==> src/hw/rtl/mmt_pkg.sv <==
package mmt_pkg;

    localparam int AXIS_W = 16;
    localparam int BYTE_W = 8;
    localparam int NUM_AXES = 3;
    localparam int WINDOW_DEPTH_DEF = 10;

    // pipeline enables shared by the three axis lanes
    typedef struct packed {
        logic accept;   // input transaction taken: push window, update sum
        logic adv2;     // load magnitude stage
        logic adv3;     // load product stage
    } lane_ctrl_t;

endpackage

==> src/hw/rtl/mmt_merge.sv <==
module mmt_merge (
    input  logic                              aclk,
    input  logic                              aresetn,
    input  logic                              load,
    input  logic signed [mmt_pkg::AXIS_W-1:0] lane_avg [mmt_pkg::NUM_AXES],
    output logic signed [mmt_pkg::AXIS_W-1:0] avg_reg  [mmt_pkg::NUM_AXES],
    output logic signed [mmt_pkg::AXIS_W-1:0] min_reg  [mmt_pkg::NUM_AXES],
    output logic signed [mmt_pkg::AXIS_W-1:0] max_reg  [mmt_pkg::NUM_AXES]
);

    logic signed [mmt_pkg::AXIS_W-1:0] min_next [mmt_pkg::NUM_AXES];
    logic signed [mmt_pkg::AXIS_W-1:0] max_next [mmt_pkg::NUM_AXES];

    always_comb begin
        for (int i = 0; i < mmt_pkg::NUM_AXES; i++) begin
            min_next[i] = (lane_avg[i] < min_reg[i]) ? lane_avg[i] : min_reg[i];
            max_next[i] = (lane_avg[i] > max_reg[i]) ? lane_avg[i] : max_reg[i];
        end
    end

    always_ff @(posedge aclk) begin
        if (!aresetn) begin
            for (int i = 0; i < mmt_pkg::NUM_AXES; i++) begin
                min_reg[i] <= '0;
                max_reg[i] <= '0;
            end
        end else if (load) begin
            for (int i = 0; i < mmt_pkg::NUM_AXES; i++) begin
                min_reg[i] <= min_next[i];
                max_reg[i] <= max_next[i];
            end
        end
    end

    always_ff @(posedge aclk) begin
        if (load) begin
            for (int i = 0; i < mmt_pkg::NUM_AXES; i++) begin
                avg_reg[i] <= lane_avg[i];
            end
        end
    end

endmodule

==> config.mk <==
export PLATFORM = sky130hd
export DESIGN_NAME = mmt_merge
export DESIGN_NICKNAME = d
export VERILOG_FILES = /design/src/hw/rtl/mmt_pkg.sv /design/src/hw/rtl/mmt_merge.sv
export SDC_FILE = /design/constraint.sdc
export NUM_CORES = 1
export LEC_CHECK = 0
export ABC_AREA = 1
export BUFFER_PORTS_ARGS = -buffer_cell sky130_fd_sc_hd__buf_2
export CAP_MARGIN = 25
export CORE_MARGIN = 3
export CORE_UTILIZATION = 49
export DETAILED_ROUTE_END_ITERATION = 8
export GPL_ROUTABILITY_DRIVEN = 1
export GPL_TIMING_DRIVEN = 0
export PLACE_DENSITY_LB_ADDON = 0.1
export SLEW_MARGIN = 30
export SYNTH_ARGS = -nofsm -noshare
export SYNTH_HDL_FRONTEND = slang
export SYNTH_SLANG_ARGS = --single-unit
export TNS_END_PERCENT = 30
==> constraint.sdc <==
create_clock -name aclk -period 1.95 [get_ports aclk]
set_input_delay 0.195 -clock aclk [delete_from_list [all_inputs] [get_ports aclk]]
set_output_delay 0.195 -clock aclk [all_outputs]
set_load 0.01 [all_outputs]
## Word-level counts from Yosys, hierarchy flattened

Index checks and enable logic that the tools add are counted.

- Add/sub/neg operators: 0
- Multipliers: 0
- Div/mod/pow operators: 0
- $lt $le $gt $ge: 6
- Equality and inequality tests: 0
- Shifts and indexed selects: 0
- Mux-type cells: 0
- Bitwise gates (word level): 0
- Reduce and logical (&&, ||, !) cells: 6

Operator list:

| cell | number |
|---|---|
| $gt 16x16->1 | 3 |
| $lt 16x16->1 | 3 |
| $reduce_and 2->1 | 6 |

- Register bits after elaboration: 144
- Latch bits: 0
- RAM bits: 0
- Memory bits (read-only): 0
- Bits of input ports: 51
- Output and inout bits: 144
- Logic and storage cells: 21
- Memories: 0

## Logic depth before layout (Yosys ltp)

- Depth in word-level cells: 2
- Gate-level depth with buffers: 15
- Gate-level depth less buffers: 14

## Worst setup path after synthesis

OpenSTA, ideal clock, no wires.

- Path type: flip-flop to flip-flop
- Start point: register min_reg[31] in the netlist's numbering
- End point: register min_reg[21] in the netlist's numbering
- Setup time: 0.113 ns
- Arrival time: 1.802 ns
- Required time: 1.837 ns
- Path slack: 0.035 ns
- Cell stages (with the launch flop): 12
- Path buffers: 1
- Clock period less this slack: 1.915 ns
- Cell sequence: dfxtp_1 inv_1 ha_1 a21oi_1 o21ai_0 a21oi_1 nand2_1 nand2_1 buf_4 nand4_1 nand2_1 nor2_1

- Word-level cells in the longest chain between the ends: 2

Ends and longest elaborated chain:

| item | line | text |
|---|---|---|
| from (decl) | mmt_merge.sv:7 | `output logic signed [mmt_pkg::AXIS_W-1:0] min_reg [mmt_pkg::NUM_AXES],` |
| from (signal, indexed assignment) | mmt_merge.sv:29 | `min_reg[i] <= min_next[i];` |
| $lt 16x16->1 | mmt_merge.sv:16 | `min_next[i] = (lane_avg[i] < min_reg[i]) ? lane_avg[i] : min_reg[i];` |
| $reduce_and 2->1 (no line) | - |  |

Every way passes these cells.
A chain may end at the register's enable or synchronous reset.

## Worst setup path after layout

- Start point: register min_reg[11] in the netlist's numbering
- End point: register min_reg[14] in the netlist's numbering

Same word-level chain as after synthesis.

==> results.toml <==
[critical_path]
crit_path_start_kind = "flop"
r2r_slack_ns = -0.07
cp-end-kind = "flop"
path_class = "reg2reg"
required_ns = 2.26
reg2reg_depth = 12
crit_fanout = 5
r2r_start = "min_reg[11]$_SDFFE_PN0P_"
r2r-end = "min_reg[14]$_SDFFE_PN0P_"
arrival_ns = 2.33

[clock_network]
root_buffer = "clkbuf_16"
clkTransAtPathRegs_ns = 0.06
cts_tree = "built"
htreeDepth = 4
clock-sinks = 144
clock_latency_ns = 0.42
cts_buffers = 17
cts.path.max_buffers = 2

[routing]
vias = 8181
totalWireLength_um = 25800
first_pass_iters = 7
drtIter0Drc = 486
drc = 0
viasPerCell = 5.24
wl_per_cell_um = 16.6
ant_nets = 0

[min_path]
hold_depth = 1
hp-class = "in2reg"
whs_endpoint = "avg_reg[36]$_DFFE_PP_"
hp-start = "lane_avg[36]"

[grt]
grt_pass1_vias = 6943
groute.usage.overall_pct = 24.1
grt_overflow_total = 0
grt_max_degree = 50
grt_pass1_wl_um = 34900
grt_antenna_before_repair = 0

[sta]
setup_violations = 37
slew_headroom_pct = 59.3
finalHoldViolCount = 0
fin_tns_setup_ns = -1.26
fin_crit_sh_pct = 104
fin_ws_ns = -0.0705
tightestPinTransition_ns = 0.611
fin_crit_ns = 2.02
finalMaxSlewViolations = 0
clock_skew_ns = 0.00747
rsz0062_at_grt = "true"
fmax_mhz = 495

[yosys]
synth_top_family_by_area = "simple AND/OR/NAND/NOR gates"
ys_async_sr_fraction_pct = 0
yosysTopAreaCell = "dfxtp_1"
synth_mux_area_share_pct = 0
yosysTopAreaCellShare_pct = 23.9
synthTopCellsByArea = "dfxtp_1, edfxtp_1, ha_1, nand2_1, inv_1"
ys_seq_area_share_pct = 41.7
syn_area_mm2 = 0.00806
synth-xor-area-share_pct = 0
yosysMostFrequentCell = "nand2_1"
ys_seq_elements = 144
synth_commonest_cells = "nand2_1, inv_1, nor2_1, dfxtp_1, ha_1"
ys.flop_type = "dfxtp_1"
synthesis.nets = 1206
ys_types = 28
synth_compound_gate_area_share_pct = 5.06
synth-simple-area-share_pct = 27.6
ys.warnings.count = 0
synthCells = 1062
synth_edf_count = 48
synth-adder-area-share_pct = 14.4
synth.avg_cell_area_um2 = 7.59

[power_and_ir_drop]
power_density_mw_per_mm2 = 986
vdd_ir_drop_max_mv = 0.625
power.total_mw = 11.6
leakagePower_nw = 5.71

[place]
dp_hpwl_um = 15700
dp.cells = 1471
place.gp.congestion = 0.880
detailedPlace.worstSlack_ns = -0.669
io_buffer_count = 193

[cells_and_area]
diodes = 0
drive_gt1_share_pct = 40.8
syn_to_final_growth_pct = 45.9
nNetsFinal = 1475
instances_no_fill = 1560
filler_cell_count = 1193

[floorplan]
fp.dieArea_mm2 = 0.0180
die_h_um = 134
core_mm2 = 0.0160
initial_core_util_pct = 50.4
die_width_um = 134
rows = 46
io_pins = 195

[run]
maxCapViolations = 0

[run_status]
violations = "setup timing"
status = "complete, but fails checks"
power breakdown:
| part | switching, mW | total, mW | leakage [nW] | internal (mW) |
|---|---|---|---|---|
| Clock | 1.27 | 3.12 | 0.271 | 1.86 |
| Combinational | 2.63 | 4.64 | 4.16 | 2.00 |
| Sequential | 0.259 | 3.82 | 1.28 | 3.57 |
cells by family (layout without fill, tap and decap cells):
family,count (synthesis),after routing
AO/OA/AOI/OAI,76,76
adder cells (fa/ha/maj),93,93
buffers and inverters,230,512
flip-flops,144,144
AND/OR/NAND/NOR,519,519
per-layer routing:
layer | GRT usage [%] | up-vias | wire, um
met4 | 6.33 | 0 | 804
li1 | - | 3925 | -
met2 | 39.3 | 381 | 12400
met1 | 32.4 | 3802 | 10500
met3 | 5.74 | 73 | 2100
met5 | 0 | - | 0
worst max-delay path, cell delays in order, from the launching register on:
cell,delay [ns]
dfxtp_2,0.33
inv_1,0.04
ha_1,0.31
nand2_2,0.07
o21bai_1,0.17
a21oi_2,0.24
nor2_4,0.08
buf_4,0.16
a21oi_4,0.16
nor2_4,0.07
buf_6,0.13
nor2_1,0.09
nor2_1,0.05
how the worst max path moves through the flow:
stage | start | end | slack (ns) | cells after the start
after CTS | max_reg[25]$_SDFFE_PN0P_ | max_reg[23]$_SDFFE_PN0P_ | -0.02 | 14
after global placement | load | max_reg[9]$_SDFFE_PN0P_ | -1.06 | 8
after global routing | min_reg[9]$_SDFFE_PN0P_ | min_reg[5]$_SDFFE_PN0P_ | -0.17 | 13
after floorplan | min_reg[31]$_SDFFE_PN0P_ | min_reg[21]$_SDFFE_PN0P_ | 0.03 | 11
final | min_reg[11]$_SDFFE_PN0P_ | min_reg[14]$_SDFFE_PN0P_ | -0.07 | 12
after detailed placement | load | max_reg[10]$_SDFFE_PN0P_ | -0.67 | 8
stage by stage:
stage	hold WS, ns	util (%)	instance area [um^2]
3_3_place_gp	0.397	58.1	9290
6_report	0.0181	73.5	11800
3_5_place_dp	0.401	58.1	9300
2_1_floorplan	0.294	-	8060
4_1_cts	0.00297	64.2	10300
5_1_grt	0.00561	73.5	11800
cells in the final DEF, fill, tap and decap left out, drive strengths merged:
| cell | n |
|---|---|
| a21oi | 55 |
| a31oi | 3 |
| buf | 262 |
| bufinv | 2 |
| clkbuf | 39 |
| clkinv | 9 |
| clkinvlp | 2 |
| dfxtp | 96 |
| dlygate4sd3 | 7 |
| edfxtp | 48 |
| ha | 93 |
| inv | 191 |
| nand2 | 226 |
| nand3 | 31 |
| nand4 | 66 |
| nor2 | 191 |
| nor3 | 4 |
| nor4 | 1 |
| o21a | 3 |
| o21ai | 11 |
| o21bai | 4 |
area by class of cell:
| cell class | count | area, um^2 | share of cell area, % |
|---|---|---|---|
| Buffer | 39 | 330 | 2.81 |
| Clock buffer | 19 | 433 | 3.68 |
| Clock inverter | 13 | 121 | 1.03 |
| Inverter | 191 | 719 | 6.12 |
| Multi-Input combinational cell | 688 | 4890 | 41.6 |
| Sequential cell | 144 | 3440 | 29.3 |
| Tap cell | 216 | 270 | 2.30 |
| Timing Repair Buffer | 250 | 1550 | 13.2 |
repair_timing:
| action | 4_1_cts | 5_1_grt |
|---|---|---|
| buffers inserted | 14 | 31 |
| gates cloned | 0 | 8 |
| hold buffers | 7 | 0 |
| pin swaps | 16 | 104 |
| gates resized for setup | 73 | 274 |
| setup endpoints to repair | 88 | 96 |
| endpoints found under the hold margin | 7 | 0 |
(Power assumes the default switching activity.)
