`config.mk`:
```
export PLATFORM = sky130hd
export DESIGN_NAME = mmt_lane
export DESIGN_NICKNAME = d
export VERILOG_FILES = /design/src/hw/rtl/mmt_pkg.sv /design/src/hw/rtl/mmt_lane.sv
export SDC_FILE = /design/constraint.sdc
export NUM_CORES = 1
export LEC_CHECK = 0
export BUFFER_PORTS_ARGS = -buffer_cell sky130_fd_sc_hd__buf_4
export CAP_MARGIN = 20
export CORE_MARGIN = 2
export CORE_UTILIZATION = 50
export CTS_BUF_LIST = sky130_fd_sc_hd__clkbuf_4
export CTS_CLUSTER_SIZE = 10
export DETAILED_ROUTE_END_ITERATION = 7
export PLACE_DENSITY_LB_ADDON = 0.25
export SKIP_LAST_GASP = 1
export SLEW_MARGIN = 20
export SYNTH_ARGS = -nofsm -noshare
export SYNTH_HDL_FRONTEND = slang
export SYNTH_SLANG_ARGS = --single-unit
export TNS_END_PERCENT = 30
```
`constraint.sdc`:
```
create_clock -name aclk -period 15.2 [get_ports aclk]
set_input_delay 0.76 -clock aclk [delete_from_list [all_inputs] [get_ports aclk]]
set_output_delay 0.76 -clock aclk [all_outputs]
set_load 0.01 [all_outputs]
```
`src/hw/rtl/mmt_pkg.sv`:
```
package mmt_pkg;

    localparam int AXIS_W = 16;
    localparam int BYTE_W = 8;
    localparam int NUM_AXES = 3;
    localparam int WINDOW_DEPTH_DEF = 10;

    // pipeline enables shared by the three axis lanes
    typedef struct packed {
        logic accept;   // input transaction taken: push window, update sum
        logic adv2;     // load magnitude stage
        logic adv3;     // load product stage
    } lane_ctrl_t;

endpackage

```
`src/hw/rtl/mmt_lane.sv`:
```
module mmt_lane #(
    parameter int WINDOW_DEPTH = mmt_pkg::WINDOW_DEPTH_DEF
) (
    input  logic                              aclk,
    input  logic                              aresetn,
    input  mmt_pkg::lane_ctrl_t               ctrl,
    input  logic signed [mmt_pkg::AXIS_W-1:0] sample,
    output logic signed [mmt_pkg::AXIS_W-1:0] avg
);

    localparam int L_W     = $clog2(WINDOW_DEPTH);
    localparam int SUM_W   = mmt_pkg::AXIS_W + L_W;
    localparam int SHIFT   = SUM_W + L_W;
    localparam int RECIP_W = SUM_W + 1;
    localparam int PROD_W  = SUM_W + RECIP_W;
    // ceil(2^SHIFT / depth): exact floor division for any magnitude below 2^SUM_W
    localparam logic [RECIP_W-1:0] RECIP = RECIP_W'(
        ((64'd1 << SHIFT) + 64'(WINDOW_DEPTH) - 64'd1) / 64'(WINDOW_DEPTH));

    logic signed [mmt_pkg::AXIS_W-1:0] window_reg [WINDOW_DEPTH];
    logic signed [SUM_W-1:0]           sum_reg;
    logic signed [SUM_W-1:0]           sum_next;
    logic        [SUM_W-1:0]           mag;
    logic        [SUM_W-1:0]           mag_reg;
    logic                              neg_reg;
    logic        [PROD_W-1:0]          prod_reg;
    logic                              neg3_reg;
    logic        [mmt_pkg::AXIS_W:0]   quot;

    // running sum: add the newest sample, drop the oldest
    assign sum_next = sum_reg + SUM_W'(sample) - SUM_W'(window_reg[0]);

    always_ff @(posedge aclk) begin
        if (!aresetn) begin
            for (int i = 0; i < WINDOW_DEPTH; i++) begin
                window_reg[i] <= '0;
            end
            sum_reg <= '0;
        end else if (ctrl.accept) begin
            for (int i = 0; i < WINDOW_DEPTH - 1; i++) begin
                window_reg[i] <= window_reg[i+1];
            end
            window_reg[WINDOW_DEPTH-1] <= sample;
            sum_reg <= sum_next;
        end
    end

    always_comb begin
        if (sum_reg[SUM_W-1]) begin
            mag = SUM_W'(-sum_reg);
        end else begin
            mag = SUM_W'(sum_reg);
        end
    end

    always_ff @(posedge aclk) begin
        if (ctrl.adv2) begin
            mag_reg <= mag;
            neg_reg <= sum_reg[SUM_W-1];
        end
    end

    always_ff @(posedge aclk) begin
        if (ctrl.adv3) begin
            prod_reg <= PROD_W'(mag_reg) * PROD_W'(RECIP);
            neg3_reg <= neg_reg;
        end
    end

    // restore the sign: truncation toward zero
    assign quot = prod_reg[PROD_W-1:SHIFT];

    always_comb begin
        if (neg3_reg) begin
            avg = mmt_pkg::AXIS_W'(-quot);
        end else begin
            avg = quot[mmt_pkg::AXIS_W-1:0];
        end
    end

endmodule

```
Word-level counts from Yosys, hierarchy flattened
Memory sizes are Yosys's and may differ from the RTL's.
Cells that the tools add are included.
{"block": "totals", "reg_bits": 81, "ramBits": 160, "inputBits": 21, "out_inout_bits": 16, "wordCells": 38, "memories": 1}
{"block": "classes", "addsub": 4, "n_mul": 1, "muxes": 16, "bitwise_logic": 10}
{"name": "window_reg", "words": 10, "word_bits": 16, "rd": 10, "rd_clocked_by_memory_dff": 0, "write_ports": 10, "line_no": "mmt_lane.sv:20", "source": "logic signed [mmt_pkg::AXIS_W-1:0] window_reg [WINDOW_DEPTH];"}
{"operator": "$mux W16", "count": 11}
{"operator": "$mul A20 B20 Y39 const B", "count": 1}
{"operator": "$add A20 B16 Y20", "count": 1}
{"operator": "$neg A20 Y20", "count": 1}
{"operator": "$sub A20 B16 Y20", "count": 1}
{"operator": "$mux W19", "count": 1}
{"operator": "$neg A16 Y16", "count": 1}
{"operator": "$or A1 B1 Y1", "count": 10}
{"operator": "$mux W1", "count": 4}

Longest topological paths before layout
{"block": "logic_depth", "word_depth": 4, "ltp_mapped": 23, "ltp_nobuf": 22}

Worst setup path after synthesis
No wires, ideal clock.
{"block": "synth_timing", "path_kind": "register -> register", "start": "reg mag_reg[4]", "end": "reg prod_reg[39] (data pin)", "setup_time_ns": 0.271, "t_arrival_ns": 5.591, "t_required_ns": 14.929, "slack_ns": 9.339, "stages_incl_launch_ff": 21, "path_buffers": 0, "period_less_slack_ns": 5.861, "cell_sequence": "edfxtp_1 ha_1 ha_1 inv_1 fa_1 inv_1 fa_1 fa_1 fa_1 inv_1 fa_1 inv_1 ha_1 a21oi_1 nand2_1 a221oi_1 nand4_1 a21oi_1 o21ai_1 a21oi_1 o211ai_1"}
{"block": "synth_between", "elab_chain_len": 1}
{"item": "start: declaration", "line_no": "mmt_lane.sv:24", "source": "logic [SUM_W-1:0] mag_reg;"}
{"item": "start signal: assignment", "line_no": "mmt_lane.sv:58", "source": "mag_reg <= mag;"}
{"item": "$mul A20 B20 Y39", "line_no": "mmt_lane.sv:65", "source": "prod_reg <= PROD_W'(mag_reg) * PROD_W'(RECIP);"}
{"item": "end signal: assignment", "line_no": "mmt_lane.sv:65"}
{"item": "end: declaration", "line_no": "mmt_lane.sv:26", "source": "logic [PROD_W-1:0] prod_reg;"}
Every way passes these cells.
A chain may end at the register's enable or synchronous reset.

Worst setup path after layout
{"block": "layout_timing", "start": "reg mag_reg[1]", "end": "reg prod_reg[29] (data pin)"}
The elaborated chain is that of the path after synthesis.

==> results_dict.tcl <==
set metrics [dict create \
    synth_seq_cells 218 \
    met1Wirelength_mm 15.1 \
    hold_buffers 0 \
    tns_ns 0 \
    maxCapViolations 0 \
    cp_slowest_cell "a2111oi_0" \
    critPathKind "reg2reg" \
    h-tree-depth 2 \
    layout_common_cells "276 x inv_1, 220 x ha_1, 198 x edfxtp_1" \
    met3_length_mm 1.21 \
    worstPathBufferInverterCount 4 \
    vias 10300 \
    cpPeakStageDelay_ns 0.84 \
    vias_per_cell 5.18 \
    grt_pass1_vias 10700 \
    r2r_end "prod_reg[29]" \
    drive_above_1_share_pct 8.84 \
    path_depth 20 \
    ys_seq_area_share_pct 38.1 \
    post_cts_buffers 0 \
    post_cts_resized 0 \
    max_freq_mhz 148 \
    dr.pass1.iters 7 \
    area_delta_synth_final_pct 8.31 \
    top_layer "met4" \
    grt_pass1_wl_mm 53.0 \
    io_buffers 36 \
    cts_buffers 56 \
    layout_commonest_cell "inv_1" \
    cpMostUsedCell "fa_1" \
    largest_register_ffs 160 \
    syn_area_per_cell_um2 11.6 \
    synthCells 1443 \
    r2r-start "mag_reg[1]" \
    critPathTopFamily "adder cells" \
    gp_congestion 0.897 \
    synth_area_um2 16700 \
    yosysWarnings 0 \
    clock_latency_ns 0.69 \
    io_pins 37 \
    fin_crit_sh_pct 44.4 \
    antenna_found_initial 1 \
    dieArea_um2 34800 \
    core_um2 32700 \
    reg2reg_slack_ns 8.46 \
    yosysUniqueCellTypes 55 \
    drt_wl_total_mm 32.1 \
    synthArstFlopShare_pct 0 \
    slew_viol_final 0 \
    num_rows 66 \
    fin_crit_ns 6.74 \
    syn-num-nets 1832 \
    setup_viol_count_final 0 \
    relSlewSlack_pct 32.6 \
    required_ns 15.62 \
    endpoint_kind "flop" \
    setup.worst_path.start_class "flop" \
    clk_pin_slew_ns 0.07 \
    start_util_pct 51.0 \
    route.met2.wl_mm 15.2 \
    cts-root-buf "clkbuf_4" \
    die_y_um 187 \
    clock_skew_ns 0.0560 \
    chipWidth_um 187 \
    cts.sinks 218 \
    dpl.hpwl_mm 24.3 \
    outcome "complete, no violations" \
    worstHoldPathCells 2 \
    grt_max_degree 102 \
    drtIter0Drc 438 \
    drc_errors 0 \
    drt.antenna.violating_nets 0 \
    arrival_ns 7.16 \
    synth-edff-count 198 \
    worstRegToRegCells 20 \
    nets 1887 \
    critical_path.max_fanout 7 \
    cts_tree "built" \
    crit_chain "ha_1, ha_1, inv_1, fa_1, inv_1, fa_1, fa_1, fa_1, inv_1, fa_1, inv_1, ha_1, nand3_1, nor2_1, nand2_1, a2111oi_0, nor2_1, o41ai_2, a21oi_1, xnor2_1" \
    worstHoldStart "sample[0]" \
    grt_overflow_total 0 \
    rsz0062_at_grt "no" \
    cts_buffer_depth 3 \
    tightest_slew_ns 0.985 \
    final-hold-violation-count 0 \
    wire_per_inst_um 16.2 \
    hp-class "in2reg" \
    min_to "window_reg[9][0]" \
    grt_usage_pct 18.8 \
    synthFlopType "edfxtp_1" \
]
## layout make-up
| cell class | count | area, µm² |
|---|---|---|
| tap | 442 | 553 |
| antenna | 2 | 5.00 |
| fill | 2876 | 14600 |
| timing repair buffer | 39 | 293 |
| multi-input combinational | 902 | 9110 |
| clock buffer | 82 | 616 |
| clock inverter | 17 | 76.3 |
| inverter | 281 | 1060 |
| sequential | 218 | 6350 |
## through the flow
stage	hold WS [ns]	util, %	worst slack [ns]	cells	area, µm²
floorplan	0.400	-	9.34	1443	16700
global placement	0.482	53.1	8.55	1882	17400
detailed placement	0.488	53.1	8.40	1882	17400
CTS	0.388	55.2	8.38	1981	18100
global route	0.388	55.2	8.13	1983	18100
finish	0.432	55.2	8.46	1983	18100
## cell families after synthesis
kind of cell               Yosys count  share of synthesized area (%)
adders and majority gates          368                           34.3
buffers and inverters              323                           7.29
and+or+nand+nor                    299                           10.1
DFF                                218                           38.1
AOI/OAI and AO/OA                  153                           5.95
xor gates and xnor gates            79                           4.15
muxes                                3                          0.180
## worst max path at each step
stage | end | slack (ns) | from
final | prod_reg[29] | 8.46 | mag_reg[1]
after floorplan | prod_reg[39] | 9.34 | mag_reg[4]
after global placement | prod_reg[29] | 8.55 | mag_reg[0]
after CTS | prod_reg[29] | 8.38 | mag_reg[1]
after detailed placement | prod_reg[29] | 8.40 | mag_reg[0]
after global routing | prod_reg[29] | 8.13 | mag_reg[0]
## per-layer routing
layer | vias up | GRT usage [%]
li1 | 5056 | -
met1 | 4999 | 26.0
met2 | 162 | 30.7
met3 | 50 | 3.46
met4 | 0 | 5.01
met5 | - | 0
## cells in the mapped netlist, types with 11 or more instances
master / count / area, µm²
o21ai_0: 19 / 95.1
dfxtp_1: 20 / 400
xnor2_1: 48 / 420
and3_1: 152 / 951
ha_1: 220 / 2750
a21o_1: 19 / 143
a21oi_1: 44 / 220
xor2_1: 31 / 272
nor2b_1: 11 / 68.8
fa_1: 148 / 2960
nand3_1: 13 / 65.1
edfxtp_1: 198 / 5950
nand2_1: 38 / 143
and2_1: 13 / 81.3
nor2_1: 33 / 124
clkbuf_1: 41 / 154
inv_1: 276 / 1040
Power is left out: the tool's default activity adds up to more than one toggle a clock period on the data nets, which glitch-free logic cannot reach.
